File: src/pbrld_pkg.sv
// ---------------------------------------------------------------------------
// pbrld_pkg
// Types and constants shared by the run-length decoder modules.
// ---------------------------------------------------------------------------
package pbrld_pkg;

    localparam logic [7:0] HEADER_LIMIT = 8'd127;
    localparam int         QUEUE_DEPTH  = 2;
    localparam int         QPTR_BITS    = $clog2(QUEUE_DEPTH);
    localparam int         QCNT_BITS    = $clog2(QUEUE_DEPTH + 1);

    typedef struct packed {
        logic [7:0] in_byte;
        logic       packet_last;
    } in_item_t;

    typedef struct packed {
        logic [7:0]  data0;
        logic [7:0]  data1;
        logic [7:0]  data2;
        logic [7:0]  data3;
        logic [2:0]  byte_count;
        logic        last_of_item;
        logic        packet_done;
        logic [15:0] total_length;
        logic        truncated;
    } out_item_t;

    typedef struct packed {
        logic [7:0]  value;
        logic [6:0]  count;
        logic        last;
        logic [15:0] total;
        logic        truncated;
    } cmd_t;

endpackage

File: src/pbrld_front.sv
// ---------------------------------------------------------------------------
// pbrld_front
// Accepts compressed bytes, tracks the header/literal/repeat state and
// emits one expansion command per byte that produces output or ends the packet.
// ---------------------------------------------------------------------------
module pbrld_front #(
    parameter int LENGTH_BITS = 16
) (
    input  logic               clk,
    input  logic               rst_n,
    input  logic               item_valid,
    output logic               item_ready,
    input  pbrld_pkg::in_item_t item,
    input  logic               queue_full,
    output logic               push,
    output pbrld_pkg::cmd_t    cmd
);

    localparam int SUM_BITS = LENGTH_BITS + 1;

    typedef enum logic [1:0] {
        MODE_HEADER,
        MODE_LITERAL,
        MODE_REPEAT
    } mode_t;

    mode_t                  mode_reg, mode_next;
    logic [7:0]             run_reg, run_next;
    logic [6:0]             rep_reg, rep_next;
    logic [LENGTH_BITS-1:0] total_reg, total_next;
    logic [SUM_BITS-1:0]    sum;
    logic [6:0]             add;
    logic                   emit;
    logic                   accept;

    assign item_ready = !queue_full;
    assign accept     = item_valid && !queue_full;

    always_comb
    begin
        mode_next = mode_reg;
        run_next  = run_reg;
        rep_next  = rep_reg;
        add       = 7'd0;
        emit      = 1'b0;
        unique case (mode_reg)
            MODE_LITERAL:
            begin
                emit     = 1'b1;
                add      = 7'd1;
                run_next = run_reg - 8'd1;
                if (run_next == 8'd0)
                begin
                    mode_next = MODE_HEADER;
                end
            end
            MODE_REPEAT:
            begin
                emit      = (rep_reg != 7'd0);
                add       = rep_reg;
                rep_next  = 7'd0;
                mode_next = MODE_HEADER;
            end
            default:
            begin
                if (item.in_byte > pbrld_pkg::HEADER_LIMIT)
                begin
                    run_next  = 8'(9'd256 - {1'b0, item.in_byte});
                    mode_next = MODE_LITERAL;
                end
                else
                begin
                    rep_next  = item.in_byte[6:0];
                    mode_next = MODE_REPEAT;
                end
            end
        endcase

        sum        = {1'b0, total_reg} + SUM_BITS'(add);
        total_next = sum[LENGTH_BITS] ? '1 : sum[LENGTH_BITS-1:0];

        cmd.value     = item.in_byte;
        cmd.count     = add;
        cmd.last      = item.packet_last;
        cmd.total     = item.packet_last ? 16'(total_next) : 16'd0;
        cmd.truncated = item.packet_last &&
                        (mode_next == MODE_LITERAL || mode_next == MODE_REPEAT);
    end

    assign push = accept && (emit || item.packet_last);

    always_ff @(posedge clk or negedge rst_n)
    begin
        if (!rst_n)
        begin
            mode_reg  <= MODE_HEADER;
            run_reg   <= 8'd0;
            rep_reg   <= 7'd0;
            total_reg <= '0;
        end
        else if (accept)
        begin
            if (item.packet_last)
            begin
                mode_reg  <= MODE_HEADER;
                run_reg   <= 8'd0;
                rep_reg   <= 7'd0;
                total_reg <= '0;
            end
            else
            begin
                mode_reg  <= mode_next;
                run_reg   <= run_next;
                rep_reg   <= rep_next;
                total_reg <= total_next;
            end
        end
    end

endmodule

File: src/pbrld_queue.sv
// ---------------------------------------------------------------------------
// pbrld_queue
// Short command queue between the front and the back.
// ---------------------------------------------------------------------------
module pbrld_queue (
    input  logic            clk,
    input  logic            rst_n,
    input  logic            push,
    input  pbrld_pkg::cmd_t push_cmd,
    output logic            full,
    input  logic            pop,
    output logic            head_valid,
    output pbrld_pkg::cmd_t head
);

    pbrld_pkg::cmd_t                       slots [pbrld_pkg::QUEUE_DEPTH];
    logic [pbrld_pkg::QPTR_BITS-1:0]       wr_ptr_reg, rd_ptr_reg;
    logic [pbrld_pkg::QCNT_BITS-1:0]       cnt_reg, cnt_next;

    assign full       = (cnt_reg == pbrld_pkg::QCNT_BITS'(pbrld_pkg::QUEUE_DEPTH));
    assign head_valid = (cnt_reg != '0);
    assign head       = slots[rd_ptr_reg];

    always_comb
    begin
        cnt_next = cnt_reg;
        if (push && !pop)
        begin
            cnt_next = cnt_reg + pbrld_pkg::QCNT_BITS'(1);
        end
        else if (pop && !push)
        begin
            cnt_next = cnt_reg - pbrld_pkg::QCNT_BITS'(1);
        end
    end

    always_ff @(posedge clk or negedge rst_n)
    begin
        if (!rst_n)
        begin
            wr_ptr_reg <= '0;
            rd_ptr_reg <= '0;
            cnt_reg    <= '0;
        end
        else
        begin
            cnt_reg <= cnt_next;
            if (push)
            begin
                wr_ptr_reg <= wr_ptr_reg + 1'b1;
            end
            if (pop)
            begin
                rd_ptr_reg <= rd_ptr_reg + 1'b1;
            end
        end
    end

    always_ff @(posedge clk)
    begin
        if (push)
        begin
            slots[wr_ptr_reg] <= push_cmd;
        end
    end

endmodule

File: src/pbrld_back.sv
// ---------------------------------------------------------------------------
// pbrld_back
// Expands queued commands into results of up to four bytes each and holds
// them in the output register.
// ---------------------------------------------------------------------------
module pbrld_back #(
    parameter int OUT_LANES = 4
) (
    input  logic                 clk,
    input  logic                 rst_n,
    input  logic                 head_valid,
    input  pbrld_pkg::cmd_t      head,
    output logic                 pop,
    output logic                 result_valid,
    input  logic                 result_ready,
    output pbrld_pkg::out_item_t result
);

    localparam int LANES = (OUT_LANES < 1) ? 1 : ((OUT_LANES > 4) ? 4 : OUT_LANES);
    localparam logic [6:0] LANE_COUNT = 7'(LANES);

    logic                 active_reg;
    logic [6:0]           left_reg;
    logic                 valid_reg;
    pbrld_pkg::out_item_t result_reg, result_next;
    logic [6:0]           left, cnt, rem;
    logic                 load, item_end;

    assign left     = active_reg ? left_reg : head.count;
    assign cnt      = (left > LANE_COUNT) ? LANE_COUNT : left;
    assign rem      = left - cnt;
    assign item_end = (rem == 7'd0);
    assign load     = head_valid && (!valid_reg || result_ready);
    assign pop      = load && item_end;

    always_comb
    begin
        result_next.data0        = (cnt > 7'd0) ? head.value : 8'd0;
        result_next.data1        = (cnt > 7'd1) ? head.value : 8'd0;
        result_next.data2        = (cnt > 7'd2) ? head.value : 8'd0;
        result_next.data3        = (cnt > 7'd3) ? head.value : 8'd0;
        result_next.byte_count   = cnt[2:0];
        result_next.last_of_item = item_end;
        result_next.packet_done  = item_end && head.last;
        result_next.total_length = (item_end && head.last) ? head.total : 16'd0;
        result_next.truncated    = item_end && head.last && head.truncated;
    end

    always_ff @(posedge clk or negedge rst_n)
    begin
        if (!rst_n)
        begin
            active_reg <= 1'b0;
            left_reg   <= 7'd0;
            valid_reg  <= 1'b0;
        end
        else
        begin
            if (load)
            begin
                valid_reg  <= 1'b1;
                active_reg <= !item_end;
                left_reg   <= rem;
            end
            else if (result_ready)
            begin
                valid_reg <= 1'b0;
            end
        end
    end

    always_ff @(posedge clk)
    begin
        if (load)
        begin
            result_reg <= result_next;
        end
    end

    assign result_valid = valid_reg;
    assign result       = result_reg;

endmodule

File: src/packbits_style_run_length_decoder_unit.sv
// ---------------------------------------------------------------------------
// packbits_style_run_length_decoder_unit
// Run-length decoder: one compressed byte in per beat, packed bytes out.
// ---------------------------------------------------------------------------
// Input channel item_valid/item_ready/item carries one compressed byte and
// the packet end mark. Output channel result_valid/result_ready/result
// carries up to four decoded bytes plus item and packet end status.
// A literal byte yields one result; a repeat value with n copies yields
// ceil(n / lanes) results, one per cycle while the receiver takes them, as
// set by the back-end expansion counter. Header bytes yield no result unless
// they end the packet. A byte's command is queued first, and its results are
// then registered in the output register. The input takes one byte per cycle
// while the two-entry command queue has room; it fills when the receiver
// stalls or a repeat run is expanding, and item_ready then drops until the
// back end pops a command. Reset clears decode state, queue and result_valid.
// ---------------------------------------------------------------------------
module packbits_style_run_length_decoder_unit #(
    parameter int OUT_LANES   = 4,
    parameter int LENGTH_BITS = 16
) (
    input  logic                 clk,
    input  logic                 rst_n,
    input  logic                 item_valid,
    output logic                 item_ready,
    input  pbrld_pkg::in_item_t  item,
    output logic                 result_valid,
    input  logic                 result_ready,
    output pbrld_pkg::out_item_t result
);

    logic            push, full, pop, head_valid;
    pbrld_pkg::cmd_t push_cmd, head;

    pbrld_front #(
        .LENGTH_BITS (LENGTH_BITS)
    ) u_front (
        .clk        (clk),
        .rst_n      (rst_n),
        .item_valid (item_valid),
        .item_ready (item_ready),
        .item       (item),
        .queue_full (full),
        .push       (push),
        .cmd        (push_cmd)
    );

    pbrld_queue u_queue (
        .clk        (clk),
        .rst_n      (rst_n),
        .push       (push),
        .push_cmd   (push_cmd),
        .full       (full),
        .pop        (pop),
        .head_valid (head_valid),
        .head       (head)
    );

    pbrld_back #(
        .OUT_LANES (OUT_LANES)
    ) u_back (
        .clk          (clk),
        .rst_n        (rst_n),
        .head_valid   (head_valid),
        .head         (head),
        .pop          (pop),
        .result_valid (result_valid),
        .result_ready (result_ready),
        .result       (result)
    );

endmodule

File: config.mk
export PLATFORM = sky130hd
export DESIGN_NAME = packbits_style_run_length_decoder_unit
export DESIGN_NICKNAME = d
export VERILOG_FILES = /design/src/pbrld_pkg.sv /design/src/pbrld_front.sv /design/src/pbrld_queue.sv /design/src/pbrld_back.sv /design/src/packbits_style_run_length_decoder_unit.sv
export SDC_FILE = /design/constraint.sdc
export NUM_CORES = 1
export LEC_CHECK = 0
export BUFFER_PORTS_ARGS = -buffer_cell sky130_fd_sc_hd__buf_4
export CORE_ASPECT_RATIO = 1.1
export CORE_MARGIN = 5
export CORE_UTILIZATION = 35
export CTS_CLUSTER_DIAMETER = 80
export DETAILED_ROUTE_END_ITERATION = 12
export PLACE_DENSITY = 0.51
export SYNTH_ARGS = -nofsm -noshare
export SYNTH_HDL_FRONTEND = slang
export SYNTH_SLANG_ARGS = --single-unit
File: constraint.sdc
create_clock -name clk -period 4 [get_ports clk]
set_clock_uncertainty 0.15 [all_clocks]
set_input_delay 0 -clock clk [delete_from_list [all_inputs] [get_ports clk]]
set_output_delay 0 -clock clk [all_outputs]
set_load 0.01 [all_outputs]
==> results.toml <==
[status]
status = "finished, violations left"
violations = "hold timing"

[power_and_ir_drop]
p_leak_nw = 3.59
pwr_density_cell_nw_per_um2 = 758
total_power_mw = 6.99
ir_drop_mv = 0.329

[timing]
hold-worst-slack_ns = -0.0000401
fin_crit_ns = 3.76
max_freq_mhz = 266
rsz0062_at_grt = "no"
min_period_over_period_pct = 94.0
setup_slack_ns = 0.241
max_slew_margin_pct = 20.3
setup_viol = 0
drv_slew = 0
setup_tns_ns = 0
tightestPinTransition_ns = 1.18
finalHoldViolCount = 2

[clock_tree]
cts_max_path_buffers = 2
clock_sinks = 166
htree_levels = 4
cts_root_buffer = "clkbuf_16"
cts_made_buffers = 17
clk_latency_ns = 0.42
cts_tree = "built"
clk_pin_slew_ns = 0.07

[floorplan]
start_util_pct = 35.6
dieArea_um2 = 24800
die_w_um = 151
fp.dieH_um = 165
core_um2 = 21400
ios = 69
fp-row-count = 56

[run]
cap_violations = 0

[yosys]
syn_inst = 634
ys_seq_elements = 166
ys_async_sr_fraction_pct = 27.7
synth_nets = 662
ys_seq_area_share_pct = 62.4
synth_edf_count = 120
yosys_warnings = 0
yosysUniqueCellTypes = 57
avgSynthCellArea_um2 = 12.0
netlist_area_um2 = 7610
synth_ff_type = "edfxtp_1"

[final_layout]
n_antenna_cell = 0
largest_register_ffs = 66
mostFrequentLayoutCells = "edfxtp_1 (120), buf_4 (87), nor2_1 (74), nand2_1 (52)"
finalNonFillerCells = 1027
syn2layout_area_growth_pct = 21.1
layout_commonest_cell = "edfxtp_1"
drive_gt1_share_pct = 19.3
final_nets = 752
finalInstanceArea_um2 = 9220

[global_route]
grtUsageTotal_pct = 13.9
grt.overflow.total = 0
grt_max_degree = 47
grt_pass1_vias = 5060
antenna_found_initial = 0
grt_first_pass_wirelength_mm = 27.0

[worst_setup_path]
reg2reg_to = "u_queue.cnt_reg[1]"
cp-start-kind = "flip-flop"
rrSetupSlack_ns = 0.24
slowest_delay_ns = 0.46
cp.required_ns = 4.19
cp_num_buf_inv = 3
r2r_cells = 18
critPathTopFamily = "simple AND/OR/NAND/NOR gates"
worstPathArrival_ns = 3.95
crit_path_cell_trace = "buf_4 -> mux2i_1 -> o21ai_1 -> or2_4 -> nor4_2 -> inv_1 -> nand2_1 -> ha_1 -> inv_1 -> o211ai_1 -> a21oi_1 -> a2111oi_4 -> o221ai_1 -> or3_1 -> ha_1 -> xor2_1 -> nor2_1 -> xor2_1"
crit_slowest_cell = "or3_1"
crit_type = "flip-flop to flip-flop"
cp_max_fo = 4
r2r-start = "u_queue.rd_ptr_reg"
cp-end-kind = "flip-flop"

[placement]
port_buffers = 68
gp_congestion = 0.926
dpl.cell_count = 980
dp_hpwl_mm = 11.6
pre_cts_slack_ns = 0.150
place_area_um2 = 8480

[drt]
route.detailed.drc = 0
initialDrtViolationCount = 339
ant_nets = 0
vias_per_cell = 4.95
wl_per_cell_um = 16.1
wirelength_mm = 16.6
vias = 5086
dr.pass1.iters = 4

[hold_path]
hold_path_class = "input port to async pin"
## power by group
part | internal (mW) | switching, mW
Clock | 0.923 | 0.692
Combinational | 1.06 | 1.54
Sequential | 2.52 | 0.249
## per-layer routing
metal	GRT usage, %	up-vias	routed length, um
li1	-	2466	-
met1	18.8	2462	7620
met2	22.3	129	7740
met3	2.66	29	818
met4	5.56	0	406
met5	0	-	0
## Yosys cell counts, types with 7 or more instances
master,number,area (um2)
o21ai_0,44,220
dfrtp_1,46,1150
or3_1,7,43.8
nor3_1,20,100
nand2_1,52,195
clkbuf_1,19,71.3
edfxtp_1,120,3600
nor2_1,75,282
mux2i_1,33,330
nor2b_1,10,62.6
and2_1,14,87.6
xnor2_1,20,175
a21oi_1,22,110
nor3_2,8,80.1
ha_1,14,175
o21a_1,10,75.1
inv_1,21,78.8
## worst max-delay path by stage
stage,from,endpoint,slack [ns],cells past startpoint
finish,u_queue.rd_ptr_reg,u_queue.cnt_reg[1],0.24,18
detailed placement,u_queue.rd_ptr_reg,u_queue.cnt_reg[1],0.15,16
global placement,u_queue.rd_ptr_reg,u_queue.cnt_reg[1],0.28,17
floorplan,u_front.mode_reg[1],u_front.total_reg[13],0.22,16
global route,u_front.mode_reg[0],u_queue.slots[1][15],0.0002,14
CTS,u_queue.rd_ptr_reg,u_queue.cnt_reg[1],0.11,17
## metrics by stage
stage                     hold WS, ns  util, %
after CTS                      0.0157     43.0
after global placement        -0.0783     39.7
final                      -0.0000401     43.2
after detailed placement      -0.0731     39.7
after global routing           0.0721     43.2
after floorplan                -0.446        -
## timing repair
action                                  in CTS  in global routing
setup buffers                                0                  3
endpoints found under the setup margin       0                 23
hold buffers                                12                  0
endpoints found under the hold margin       85                  0
gates resized for setup                      0                  3
## cell families (layout without fill, tap and decap cells)
group / after synthesis / after routing / synth area share [%]
AO/OA/AOI/OAI: 121 / 121 / 10.1
adder cells (fa/ha/maj): 15 / 15 / 2.56
other: 1 / 1 / 0.0493
AND/OR/NAND/NOR: 221 / 221 / 14.5
multiplexers: 35 / 35 / 4.63
buffers and inverters: 50 / 153 / 2.88
flip-flops: 166 / 166 / 62.4
XOR/XNOR: 25 / 25 / 2.88
## layout make-up
type	count	area (um2)
Sequential cell	166	4760
Clock inverter	15	154
Timing Repair Buffer	100	793
Multi-Input combinational cell	418	2650
Tap cell	290	363
Fill cell	1989	12100
Clock buffer	17	425
Inverter	21	78.8
Note: power is estimated with default switching activity, not from simulation.
